### src/design/kabf_pkg.sv
// Types, widths, constants and helper functions of the angle and bias filter.
package kabf_pkg;

  localparam int unsigned MEAS_W    = 25;
  localparam int unsigned RATE_W    = 25;
  localparam int unsigned DT_W      = 25;
  localparam int unsigned EST_W     = 32;
  localparam int unsigned NOISE_W   = 31;
  localparam int unsigned CFG_IDX_W = 2;
  localparam int unsigned DT_FRAC   = 24;

  // Serial multiplier: signed multiplicand, unsigned magnitude multiplier.
  localparam int unsigned MA_W      = 36;
  localparam int unsigned MB_W      = 32;
  localparam int unsigned PROD_W    = MA_W + MB_W;
  localparam int unsigned MUL_CNT_W = $clog2(MB_W);
  localparam int unsigned SUM_W     = PROD_W + 2;

  // Divider operands: numerator is a covariance, denominator P00 + R.
  localparam int unsigned DEN_W     = EST_W + 1;

  localparam logic [NOISE_W-1:0] Q_ANGLE_RST = NOISE_W'(16777);
  localparam logic [NOISE_W-1:0] Q_BIAS_RST  = NOISE_W'(50332);
  localparam logic [NOISE_W-1:0] R_MEAS_RST  = NOISE_W'(503316);

  typedef enum logic [CFG_IDX_W-1:0] {
    CFG_Q_ANGLE = 2'd0,
    CFG_Q_BIAS  = 2'd1,
    CFG_R_MEAS  = 2'd2
  } cfg_idx_e;

  typedef enum logic [3:0] {
    ST_IDLE,
    ST_MUL_ANGLE,
    ST_MUL_P11,
    ST_MUL_INNER,
    ST_MUL_QBIAS,
    ST_DIV_K0,
    ST_DIV_K1,
    ST_MUL_K0Y,
    ST_MUL_K1Y,
    ST_MUL_K0N00,
    ST_MUL_K0N01,
    ST_MUL_K1N00,
    ST_MUL_K1N01,
    ST_WAIT_OUT
  } state_e;

  typedef struct packed {
    logic                     start;
    logic signed [MA_W-1:0]   a;
    logic        [MB_W-1:0]   b;
    logic                     neg;
  } mul_req_t;

  typedef struct packed {
    logic                     start;
    logic signed [EST_W-1:0]  num;
    logic signed [DEN_W-1:0]  den;
  } div_req_t;

  function automatic logic signed [EST_W-1:0] sat32(input logic signed [SUM_W-1:0] v);
    logic signed [EST_W-1:0] r;
    if ((&v[SUM_W-1:EST_W-1]) || !(|v[SUM_W-1:EST_W-1])) begin
      r = v[EST_W-1:0];
    end else if (v[SUM_W-1]) begin
      r = {1'b1, {(EST_W-1){1'b0}}};
    end else begin
      r = {1'b0, {(EST_W-1){1'b1}}};
    end
    return r;
  endfunction

endpackage

### src/design/kabf_in_if.sv
// Input channel carrying one sensor sample.
interface kabf_in_if
  import kabf_pkg::*;
();
  logic                     valid;
  logic                     ready;
  logic signed [MEAS_W-1:0] measured_angle;
  logic signed [RATE_W-1:0] rate;
  logic        [DT_W-1:0]   step_time;

  modport source (output valid, measured_angle, rate, step_time, input ready);
  modport sink   (input valid, measured_angle, rate, step_time, output ready);
endinterface

### src/design/kabf_out_if.sv
// Output channel carrying the filtered angle and the bias estimate.
interface kabf_out_if
  import kabf_pkg::*;
();
  logic                    valid;
  logic                    ready;
  logic signed [EST_W-1:0] filtered_angle;
  logic signed [EST_W-1:0] gyro_bias;

  modport source (output valid, filtered_angle, gyro_bias, input ready);
  modport sink   (input valid, filtered_angle, gyro_bias, output ready);
endinterface

### src/design/kabf_cfg_if.sv
// Configuration write channel.
interface kabf_cfg_if
  import kabf_pkg::*;
();
  logic                 valid;
  logic                 ready;
  logic [CFG_IDX_W-1:0] index;
  logic [NOISE_W-1:0]   data;

  modport source (output valid, index, data, input ready);
  modport sink   (input valid, index, data, output ready);
endinterface

### src/design/kalman_angle_bias_filter_core.sv
// Two-state Kalman filter for angle and gyro bias. One sample is taken at a time; an update
// runs ten multiplications on a bit-serial multiplier (a start, a shift-add step per
// multiplier bit and a done strobe) and two gain divisions on a restoring divider (one
// quotient bit per cycle), then loads the output register once it is free and returns to
// idle, where the next sample is taken; a result that waits unread can hold back the load.
// The result sits in an output register, so the next sample is taken while a finished
// result still waits; configuration writes are taken at any time.
module kalman_angle_bias_filter_core
  import kabf_pkg::*;
#(
  parameter int unsigned COV_FRAC_BITS = 24
) (
  input  logic       clk_i,
  input  logic       rst_ni,
  kabf_cfg_if.sink   cfg_i,
  kabf_in_if.sink    in_i,
  kabf_out_if.source out_o
);

  state_e state_q, state_d;
  logic   op_start_q, op_start_d;

  logic [NOISE_W-1:0] q_angle_q, q_bias_q, r_meas_q;

  logic signed [EST_W-1:0]  angle_q, bias_q;
  logic signed [EST_W-1:0]  p00_q, p01_q, p10_q, p11_q;
  logic signed [EST_W-1:0]  n00_q, n01_q, n10_q, n11_q;
  logic signed [EST_W-1:0]  k0_q, k1_q, y_q;
  logic signed [EST_W+1:0]  dtp11_q;
  logic signed [MEAS_W-1:0] meas_q;
  logic signed [RATE_W-1:0] rate_q;
  logic        [DT_W-1:0]   dt_q;

  logic                     out_valid_q;
  logic signed [EST_W-1:0]  out_angle_q, out_bias_q;

  mul_req_t                 mul_req;
  div_req_t                 div_req;
  logic                     mul_done, div_done;
  logic signed [PROD_W-1:0] prod;
  logic signed [EST_W-1:0]  quot;
  logic signed [PROD_W-1:0] sh_dt, sh_cov;
  logic signed [MA_W-1:0]   inner;
  logic signed [DEN_W-1:0]  s_den;
  logic signed [EST_W-1:0]  y_new;
  logic                     in_xfer, out_load, is_mul, is_div;

  kabf_mul u_mul (
    .clk_i  (clk_i),
    .rst_ni (rst_ni),
    .req_i  (mul_req),
    .done_o (mul_done),
    .prod_o (prod)
  );

  kabf_div #(
    .FRAC_BITS (COV_FRAC_BITS)
  ) u_div (
    .clk_i  (clk_i),
    .rst_ni (rst_ni),
    .req_i  (div_req),
    .done_o (div_done),
    .quot_o (quot)
  );

  assign in_xfer  = in_i.valid && in_i.ready;
  assign out_load = (state_q == ST_WAIT_OUT) && (!out_valid_q || out_o.ready);

  assign sh_dt  = prod >>> DT_FRAC;
  assign sh_cov = prod >>> COV_FRAC_BITS;
  assign inner  = MA_W'(dtp11_q) - MA_W'(p01_q) - MA_W'(p10_q) + signed'(MA_W'(q_angle_q));
  assign s_den  = DEN_W'(n00_q) + signed'(DEN_W'(r_meas_q));
  assign y_new  = sat32(SUM_W'(meas_q) - SUM_W'(angle_q));

  always_comb begin
    is_mul = 1'b0;
    is_div = 1'b0;
    case (state_q)
      ST_MUL_ANGLE, ST_MUL_P11, ST_MUL_INNER, ST_MUL_QBIAS, ST_MUL_K0Y, ST_MUL_K1Y,
      ST_MUL_K0N00, ST_MUL_K0N01, ST_MUL_K1N00, ST_MUL_K1N01: is_mul = 1'b1;
      ST_DIV_K0, ST_DIV_K1: is_div = 1'b1;
      default: ;
    endcase
  end

  // Next state.
  always_comb begin
    state_d = state_q;
    case (state_q)
      ST_IDLE:      if (in_xfer) state_d = ST_MUL_ANGLE;
      ST_MUL_ANGLE: if (mul_done) state_d = ST_MUL_P11;
      ST_MUL_P11:   if (mul_done) state_d = ST_MUL_INNER;
      ST_MUL_INNER: if (mul_done) state_d = ST_MUL_QBIAS;
      ST_MUL_QBIAS: if (mul_done) state_d = ST_DIV_K0;
      ST_DIV_K0:    if (div_done) state_d = ST_DIV_K1;
      ST_DIV_K1:    if (div_done) state_d = ST_MUL_K0Y;
      ST_MUL_K0Y:   if (mul_done) state_d = ST_MUL_K1Y;
      ST_MUL_K1Y:   if (mul_done) state_d = ST_MUL_K0N00;
      ST_MUL_K0N00: if (mul_done) state_d = ST_MUL_K0N01;
      ST_MUL_K0N01: if (mul_done) state_d = ST_MUL_K1N00;
      ST_MUL_K1N00: if (mul_done) state_d = ST_MUL_K1N01;
      ST_MUL_K1N01: if (mul_done) state_d = ST_WAIT_OUT;
      ST_WAIT_OUT:  if (out_load) state_d = ST_IDLE;
      default:      state_d = ST_IDLE;
    endcase
    op_start_d = (state_d != state_q) && (state_d != ST_IDLE) && (state_d != ST_WAIT_OUT);
  end

  // Operand selection for the shared arithmetic units.
  always_comb begin
    in_i.ready    = (state_q == ST_IDLE);
    cfg_i.ready   = 1'b1;
    mul_req.start = op_start_q && is_mul;
    mul_req.a     = MA_W'(p11_q);
    mul_req.b     = MB_W'(dt_q);
    mul_req.neg   = 1'b0;
    div_req.start = op_start_q && is_div;
    div_req.num   = (state_q == ST_DIV_K1) ? n10_q : n00_q;
    div_req.den   = s_den;
    case (state_q)
      ST_MUL_ANGLE: mul_req.a = MA_W'(rate_q) - MA_W'(bias_q);
      ST_MUL_P11:   mul_req.a = MA_W'(p11_q);
      ST_MUL_INNER: mul_req.a = inner;
      ST_MUL_QBIAS: mul_req.a = signed'(MA_W'(q_bias_q));
      ST_MUL_K0Y, ST_MUL_K1Y: begin
        mul_req.a   = MA_W'((state_q == ST_MUL_K0Y) ? k0_q : k1_q);
        mul_req.b   = y_q[EST_W-1] ? MB_W'(-y_q) : MB_W'(y_q);
        mul_req.neg = y_q[EST_W-1];
      end
      ST_MUL_K0N00, ST_MUL_K1N00: begin
        mul_req.a   = MA_W'((state_q == ST_MUL_K0N00) ? k0_q : k1_q);
        mul_req.b   = n00_q[EST_W-1] ? MB_W'(-n00_q) : MB_W'(n00_q);
        mul_req.neg = n00_q[EST_W-1];
      end
      ST_MUL_K0N01, ST_MUL_K1N01: begin
        mul_req.a   = MA_W'((state_q == ST_MUL_K0N01) ? k0_q : k1_q);
        mul_req.b   = n01_q[EST_W-1] ? MB_W'(-n01_q) : MB_W'(n01_q);
        mul_req.neg = n01_q[EST_W-1];
      end
      default: ;
    endcase
  end

  always_ff @(posedge clk_i or negedge rst_ni) begin
    if (!rst_ni) begin
      state_q     <= ST_IDLE;
      op_start_q  <= 1'b0;
      out_valid_q <= 1'b0;
      q_angle_q   <= Q_ANGLE_RST;
      q_bias_q    <= Q_BIAS_RST;
      r_meas_q    <= R_MEAS_RST;
      angle_q     <= '0;
      bias_q      <= '0;
      p00_q       <= '0;
      p01_q       <= '0;
      p10_q       <= '0;
      p11_q       <= '0;
    end else begin
      state_q    <= state_d;
      op_start_q <= op_start_d;
      if (out_load) begin
        out_valid_q <= 1'b1;
      end else if (out_o.ready) begin
        out_valid_q <= 1'b0;
      end
      if (cfg_i.valid) begin
        case (cfg_i.index)
          CFG_Q_ANGLE: q_angle_q <= cfg_i.data;
          CFG_Q_BIAS:  q_bias_q  <= cfg_i.data;
          CFG_R_MEAS:  r_meas_q  <= cfg_i.data;
          default: ;
        endcase
      end
      if (mul_done) begin
        case (state_q)
          ST_MUL_ANGLE: angle_q <= sat32(SUM_W'(angle_q) + SUM_W'(sh_dt));
          ST_MUL_K0Y:   angle_q <= sat32(SUM_W'(angle_q) + SUM_W'(sh_cov));
          ST_MUL_K1Y:   bias_q  <= sat32(SUM_W'(bias_q) + SUM_W'(sh_cov));
          ST_MUL_K0N00: p00_q   <= sat32(SUM_W'(n00_q) - SUM_W'(sh_cov));
          ST_MUL_K0N01: p01_q   <= sat32(SUM_W'(n01_q) - SUM_W'(sh_cov));
          ST_MUL_K1N00: p10_q   <= sat32(SUM_W'(n10_q) - SUM_W'(sh_cov));
          ST_MUL_K1N01: p11_q   <= sat32(SUM_W'(n11_q) - SUM_W'(sh_cov));
          default: ;
        endcase
      end
    end
  end

  // Working registers of one update.
  always_ff @(posedge clk_i) begin
    if (in_xfer) begin
      meas_q <= in_i.measured_angle;
      rate_q <= in_i.rate;
      dt_q   <= in_i.step_time;
    end
    if (mul_done) begin
      case (state_q)
        ST_MUL_P11: begin
          dtp11_q <= (EST_W + 2)'(sh_dt);
          n01_q   <= sat32(SUM_W'(p01_q) - SUM_W'(sh_dt));
          n10_q   <= sat32(SUM_W'(p10_q) - SUM_W'(sh_dt));
        end
        ST_MUL_INNER: n00_q <= sat32(SUM_W'(p00_q) + SUM_W'(sh_dt));
        ST_MUL_QBIAS: n11_q <= sat32(SUM_W'(p11_q) + SUM_W'(sh_dt));
        default: ;
      endcase
    end
    if (div_done) begin
      if (state_q == ST_DIV_K0) begin
        k0_q <= quot;
        y_q  <= y_new;
      end else begin
        k1_q <= quot;
      end
    end
    if (out_load) begin
      out_angle_q <= angle_q;
      out_bias_q  <= bias_q;
    end
  end

  assign out_o.valid          = out_valid_q;
  assign out_o.filtered_angle = out_angle_q;
  assign out_o.gyro_bias      = out_bias_q;

endmodule

### src/design/kabf_mul.sv
// Bit-serial shift-add multiplier, one multiplier bit per cycle.
module kabf_mul
  import kabf_pkg::*;
(
  input  logic                     clk_i,
  input  logic                     rst_ni,
  input  mul_req_t                 req_i,
  output logic                     done_o,
  output logic signed [PROD_W-1:0] prod_o
);

  logic                     busy_q, busy_d;
  logic                     done_q, done_d;
  logic                     neg_q, neg_d;
  logic [MUL_CNT_W-1:0]     cnt_q, cnt_d;
  logic signed [PROD_W-1:0] acc_q, acc_d;
  logic signed [PROD_W-1:0] mcand_q, mcand_d;
  logic [MB_W-1:0]          mplier_q, mplier_d;

  always_comb begin
    busy_d   = busy_q;
    done_d   = 1'b0;
    neg_d    = neg_q;
    cnt_d    = cnt_q;
    acc_d    = acc_q;
    mcand_d  = mcand_q;
    mplier_d = mplier_q;
    if (req_i.start) begin
      busy_d   = 1'b1;
      neg_d    = req_i.neg;
      cnt_d    = '0;
      acc_d    = '0;
      mcand_d  = PROD_W'(req_i.a);
      mplier_d = req_i.b;
    end else if (busy_q) begin
      if (mplier_q[0]) begin
        acc_d = acc_q + mcand_q;
      end
      mcand_d  = mcand_q <<< 1;
      mplier_d = mplier_q >> 1;
      cnt_d    = cnt_q + 1'b1;
      if (cnt_q == MUL_CNT_W'(MB_W - 1)) begin
        busy_d = 1'b0;
        done_d = 1'b1;
      end
    end
  end

  always_ff @(posedge clk_i or negedge rst_ni) begin
    if (!rst_ni) begin
      busy_q <= 1'b0;
      done_q <= 1'b0;
    end else begin
      busy_q <= busy_d;
      done_q <= done_d;
    end
  end

  always_ff @(posedge clk_i) begin
    neg_q    <= neg_d;
    cnt_q    <= cnt_d;
    acc_q    <= acc_d;
    mcand_q  <= mcand_d;
    mplier_q <= mplier_d;
  end

  assign done_o = done_q;
  assign prod_o = neg_q ? -acc_q : acc_q;

endmodule

### src/design/kabf_div.sv
// Restoring divider for the gains, one quotient bit per cycle, saturated to 32 bits.
module kabf_div
  import kabf_pkg::*;
#(
  parameter int unsigned FRAC_BITS = 24
) (
  input  logic                    clk_i,
  input  logic                    rst_ni,
  input  div_req_t                req_i,
  output logic                    done_o,
  output logic signed [EST_W-1:0] quot_o
);

  localparam int unsigned N_W   = EST_W + FRAC_BITS;
  localparam int unsigned CNT_W = $clog2(N_W);
  localparam int unsigned REM_W = DEN_W + 1;

  logic               busy_q, busy_d;
  logic               done_q, done_d;
  logic               neg_q, neg_d;
  logic               zero_q, zero_d;
  logic [CNT_W-1:0]   cnt_q, cnt_d;
  logic [N_W-1:0]     quo_q, quo_d;
  logic [REM_W-1:0]   rem_q, rem_d;
  logic [DEN_W-1:0]   dmag_q, dmag_d;
  logic [REM_W-1:0]   rem_sh;
  logic [EST_W-1:0]   num_mag;
  logic               ovf;

  assign num_mag = req_i.num[EST_W-1] ? EST_W'(-req_i.num) : EST_W'(req_i.num);
  assign rem_sh  = {rem_q[REM_W-2:0], quo_q[N_W-1]};

  always_comb begin
    busy_d = busy_q;
    done_d = 1'b0;
    neg_d  = neg_q;
    zero_d = zero_q;
    cnt_d  = cnt_q;
    quo_d  = quo_q;
    rem_d  = rem_q;
    dmag_d = dmag_q;
    if (req_i.start) begin
      busy_d = 1'b1;
      neg_d  = req_i.num[EST_W-1] ^ req_i.den[DEN_W-1];
      zero_d = (req_i.den == '0);
      cnt_d  = '0;
      quo_d  = {num_mag, {FRAC_BITS{1'b0}}};
      rem_d  = '0;
      dmag_d = req_i.den[DEN_W-1] ? DEN_W'(-req_i.den) : DEN_W'(req_i.den);
    end else if (busy_q) begin
      if (rem_sh >= REM_W'(dmag_q)) begin
        rem_d = rem_sh - REM_W'(dmag_q);
        quo_d = {quo_q[N_W-2:0], 1'b1};
      end else begin
        rem_d = rem_sh;
        quo_d = {quo_q[N_W-2:0], 1'b0};
      end
      cnt_d = cnt_q + 1'b1;
      if (cnt_q == CNT_W'(N_W - 1)) begin
        busy_d = 1'b0;
        done_d = 1'b1;
      end
    end
  end

  always_ff @(posedge clk_i or negedge rst_ni) begin
    if (!rst_ni) begin
      busy_q <= 1'b0;
      done_q <= 1'b0;
    end else begin
      busy_q <= busy_d;
      done_q <= done_d;
    end
  end

  always_ff @(posedge clk_i) begin
    neg_q  <= neg_d;
    zero_q <= zero_d;
    cnt_q  <= cnt_d;
    quo_q  <= quo_d;
    rem_q  <= rem_d;
    dmag_q <= dmag_d;
  end

  // A negative quotient may reach magnitude 2^31, a positive one only 2^31 - 1.
  always_comb begin
    if (neg_q) begin
      ovf = (|quo_q[N_W-1:EST_W]) || (quo_q[EST_W-1] && (|quo_q[EST_W-2:0]));
    end else begin
      ovf = |quo_q[N_W-1:EST_W-1];
    end
    if (zero_q) begin
      quot_o = '0;
    end else if (ovf) begin
      quot_o = neg_q ? {1'b1, {(EST_W-1){1'b0}}} : {1'b0, {(EST_W-1){1'b1}}};
    end else begin
      quot_o = neg_q ? -signed'(quo_q[EST_W-1:0]) : signed'(quo_q[EST_W-1:0]);
    end
  end

  assign done_o = done_q;

endmodule

### src/flat_wrapper.sv
// flat-port wrapper written by rule: the top's interface ports become plain ports
module kalman_angle_bias_filter_core_flat import kabf_pkg::*;
#(
  parameter int unsigned COV_FRAC_BITS = 24
)
  (clk_i, rst_ni, cfg_i_valid, cfg_i_index, cfg_i_data, cfg_i_ready, in_i_valid, in_i_measured_angle, in_i_rate, in_i_step_time, in_i_ready, out_o_valid, out_o_filtered_angle, out_o_gyro_bias, out_o_ready);
  kabf_cfg_if cfg_i_i ();
  kabf_in_if in_i_i ();
  kabf_out_if out_o_i ();
  input  logic clk_i;
  input  logic rst_ni;
  input wire logic [$bits(cfg_i_i.valid)-1:0] cfg_i_valid;
  input wire logic [$bits(cfg_i_i.index)-1:0] cfg_i_index;
  input wire logic [$bits(cfg_i_i.data)-1:0] cfg_i_data;
  output wire logic [$bits(cfg_i_i.ready)-1:0] cfg_i_ready;
  input wire logic [$bits(in_i_i.valid)-1:0] in_i_valid;
  input wire logic [$bits(in_i_i.measured_angle)-1:0] in_i_measured_angle;
  input wire logic [$bits(in_i_i.rate)-1:0] in_i_rate;
  input wire logic [$bits(in_i_i.step_time)-1:0] in_i_step_time;
  output wire logic [$bits(in_i_i.ready)-1:0] in_i_ready;
  output wire logic [$bits(out_o_i.valid)-1:0] out_o_valid;
  output wire logic [$bits(out_o_i.filtered_angle)-1:0] out_o_filtered_angle;
  output wire logic [$bits(out_o_i.gyro_bias)-1:0] out_o_gyro_bias;
  input wire logic [$bits(out_o_i.ready)-1:0] out_o_ready;
  assign cfg_i_i.valid = cfg_i_valid;
  assign cfg_i_i.index = cfg_i_index;
  assign cfg_i_i.data = cfg_i_data;
  assign cfg_i_ready = cfg_i_i.ready;
  assign in_i_i.valid = in_i_valid;
  assign in_i_i.measured_angle = in_i_measured_angle;
  assign in_i_i.rate = in_i_rate;
  assign in_i_i.step_time = in_i_step_time;
  assign in_i_ready = in_i_i.ready;
  assign out_o_valid = out_o_i.valid;
  assign out_o_filtered_angle = out_o_i.filtered_angle;
  assign out_o_gyro_bias = out_o_i.gyro_bias;
  assign out_o_i.ready = out_o_ready;
  kalman_angle_bias_filter_core #(.COV_FRAC_BITS(COV_FRAC_BITS)) u_core (.clk_i(clk_i), .rst_ni(rst_ni), .cfg_i(cfg_i_i), .in_i(in_i_i), .out_o(out_o_i));
endmodule
### config.mk
export PLATFORM = sky130hd
export DESIGN_NAME = kalman_angle_bias_filter_core_flat
export DESIGN_NICKNAME = d
export VERILOG_FILES = /design/src/design/kabf_pkg.sv /design/src/design/kabf_in_if.sv /design/src/design/kabf_out_if.sv /design/src/design/kabf_cfg_if.sv /design/src/design/kalman_angle_bias_filter_core.sv /design/src/design/kabf_mul.sv /design/src/design/kabf_div.sv /design/src/flat_wrapper.sv
export SDC_FILE = /design/constraint.sdc
export NUM_CORES = 2
export LEC_CHECK = 0
export CORE_ASPECT_RATIO = 1.4
export CORE_MARGIN = 8
export CORE_UTILIZATION = 33
export CTS_CLUSTER_DIAMETER = 200
export DETAILED_ROUTE_END_ITERATION = 12
export DONT_BUFFER_PORTS = 1
export HOLD_SLACK_MARGIN = 0.06
export SYNTH_ARGS = -nofsm -noshare
export SYNTH_HDL_FRONTEND = slang
export SYNTH_HIERARCHICAL = 1
export SYNTH_SLANG_ARGS = --single-unit
### constraint.sdc
create_clock -name clk_i -period 19.2 [get_ports clk_i]
set_input_delay 0 -clock clk_i [delete_from_list [all_inputs] [get_ports clk_i]]
set_output_delay 0 -clock clk_i [all_outputs]
set_load 0.05 [all_outputs]
==> impl_metrics.ini <==
[floorplan]
rows = 217
dieHeight_um = 606.8
core_area_mm2 = 0.2487
fp.dieW_um = 438
ios = 180
dieArea_mm2 = 0.2658
start_util_pct = 33.08

[sta]
rsz0062_at_grt = false
finalSetupViolCount = 0
fin_crit_ps = 9263
fmax_mhz = 108.0
finalHoldViolCount = 0
report.final.slew_viol_count = 0
finalClockSkew_ps = 87.38
tns_ps = 0
fin_crit_sh_pct = 48.25
relSlewSlack_pct = 9.553
worst_pin_slew_ps = 1323

[critical_path]
crit_required_ps = 19810
crit_arrival_ps = 9870
critPathLaunchType = flip-flop
critical_path_class = reg2reg
cp-end-kind = flip-flop
worstPathMaxFanout = 29

[yosys]
yosysWarnings = 6
synth.avg_cell_area_um2 = 8.903
synthCells = 9241
synth_area_mm2 = 0.08228
syn_nets = 10120

[cells_and_area]
area_growth_syn_to_layout_pct = 12.80
final-seq-area_mm2 = 0.02710
nets = 10237
final_cell_mix = a21oi_1, nand2_1, ha_1, o21ai_0, edfxtp_1
final_common_cell = a21oi_1
final_cell_count_no_fill = 12761
fillerInstances = 25191
drive_above_1_share_pct = 7.171
multi_input_area_mm2 = 0.05199

[global_route]
grt_pass1_wl_um = 497000
antenna_found_initial = 37
grt_pass1_vias = 74311
grt-ovfl-total = 0
grt_max_degree = 296
grtUsageTotal_pct = 24.87

[clocking]
clock_path_buffers = 3
numCtsBuffers = 110
cts.clk_slew.worst_paths_ps = 70
ctsResizeCount = 0
postCtsSetupBuffers = 0
numClockSinks = 996
cts_root_buffer = clkbuf_16
cts_tree = yes
htree_levels = 3
clk_latency_ps = 790
ctsHoldBuffers = 247

[detailed_routing]
drt-pass1-iter-count = 6
drcViolationCount = 0
avgRoutedWirePerCell_um = 27.15
wirelength_um = 346400
drtAntennaViolNets = 0
drt_iter0_markers = 6586
dr_total_vias = 75080
vias_per_cell = 5.884

[placed_design]
place.gp.congestion = 1.034
post-place-cells = 12281
place_hpwl_um = 268800
port_buffers = 0

[power]
p_leak_nw = 38.77
irDropWorstVdd_mv = 0.07130
p_per_area_mw_per_mm2 = 55.71

[flow_run]
cap_violations = 0

[run_status]
outcome = completed

[min_path]
hold_path.class = in2reg
[worst paths after layout]
path,startpoint,endpoint,slack [ps],depth (start not counted)
max in group asynchronous,rst_ni,u_core/bias_q[3],17580,4
setup reg to reg,u_core/u_mul/acc_q[35],u_core/p01_q[22],9940,24
hold / removal,cfg_i_data[19],u_core/r_meas_q[19],120,2
hold reg to reg,u_core/u_mul/acc_q[14],u_core/u_mul/acc_q[14],470,2
setup / recovery,u_core/u_mul/acc_q[35],u_core/p01_q[22],9940,24
min in group asynchronous,rst_ni,u_core/p01_q[16],430,3
[where the power goes]
part	switching [mW]	internal (mW)	leakage [nW]
Clock	1.03	1.35	1.92
Combinational	0.262	0.212	26.6
Sequential	0.0228	2.29	10.2
Total	1.31	3.86	38.8
[through the flow]
step	hold slack, ps	power, mW	area [um2]	setup slack [ps]	util, %
finish	120.0	5.170	92810	9937	37.32
global route	125.5	5.329	92760	9500	37.30
CTS	81.76	5.215	92690	10020	37.27
detailed placement	-188.7	2.754	86210	10140	34.66
global placement	-191.1	2.747	86210	10170	34.66
floorplan	-295.6	2.655	82280	8093	-
[per-layer routing]
metal / global-route usage, % / up-vias / routed length [um]
li1: - / 34536 / -
met1: 28.24 / 36832 / 130900
met2: 42.13 / 2866 / 162000
met3: 3.766 / 826 / 21080
met4: 18.89 / 20 / 32220
met5: 0 / - / 151
[registers in the layout, summed over array words and instances (netlist names), 33 cells and up]
signal	flops
u_core/dtp11_q	34
u_core/u_div/dmag_q	33
u_core/u_div/quo_q	56
u_core/u_mul/mcand_q	68
u_core/u_mul/acc_q	68
u_core/u_div/rem_q	33
[worst max-delay path, cell delays in order (launching register included)]
cell and delay (ps):
dfxtp_1 370, or3_1 430, or3_1 370, or3_1 370, or3_1 360, or3_1 390
nor4_1 310, inv_1 120, or4_1 740, o31ai_2 290, xnor2_1 390, buf_4 270
inv_1 400, ha_1 630, nand4_1 160, nor3_1 240, o2111ai_1 220, a311oi_1 530
a221oi_1 180, xnor2_1 190, nor2_1 130, nand4_1 110, o31ai_1 440, nand2_1 850
o221a_2 550
[cell type report]
cell class	instances	share of cell area, %
clock buffers	125	3.104
repair buffers	402	3.996
diodes	21	0.05662
flip-flops and latches	996	29.20
well taps	3285	4.429
multi-input cells	7354	56.02
inverters	494	1.998
clock inverters	84	1.192
No activity file was read; power rests on OpenSTA's default activity.
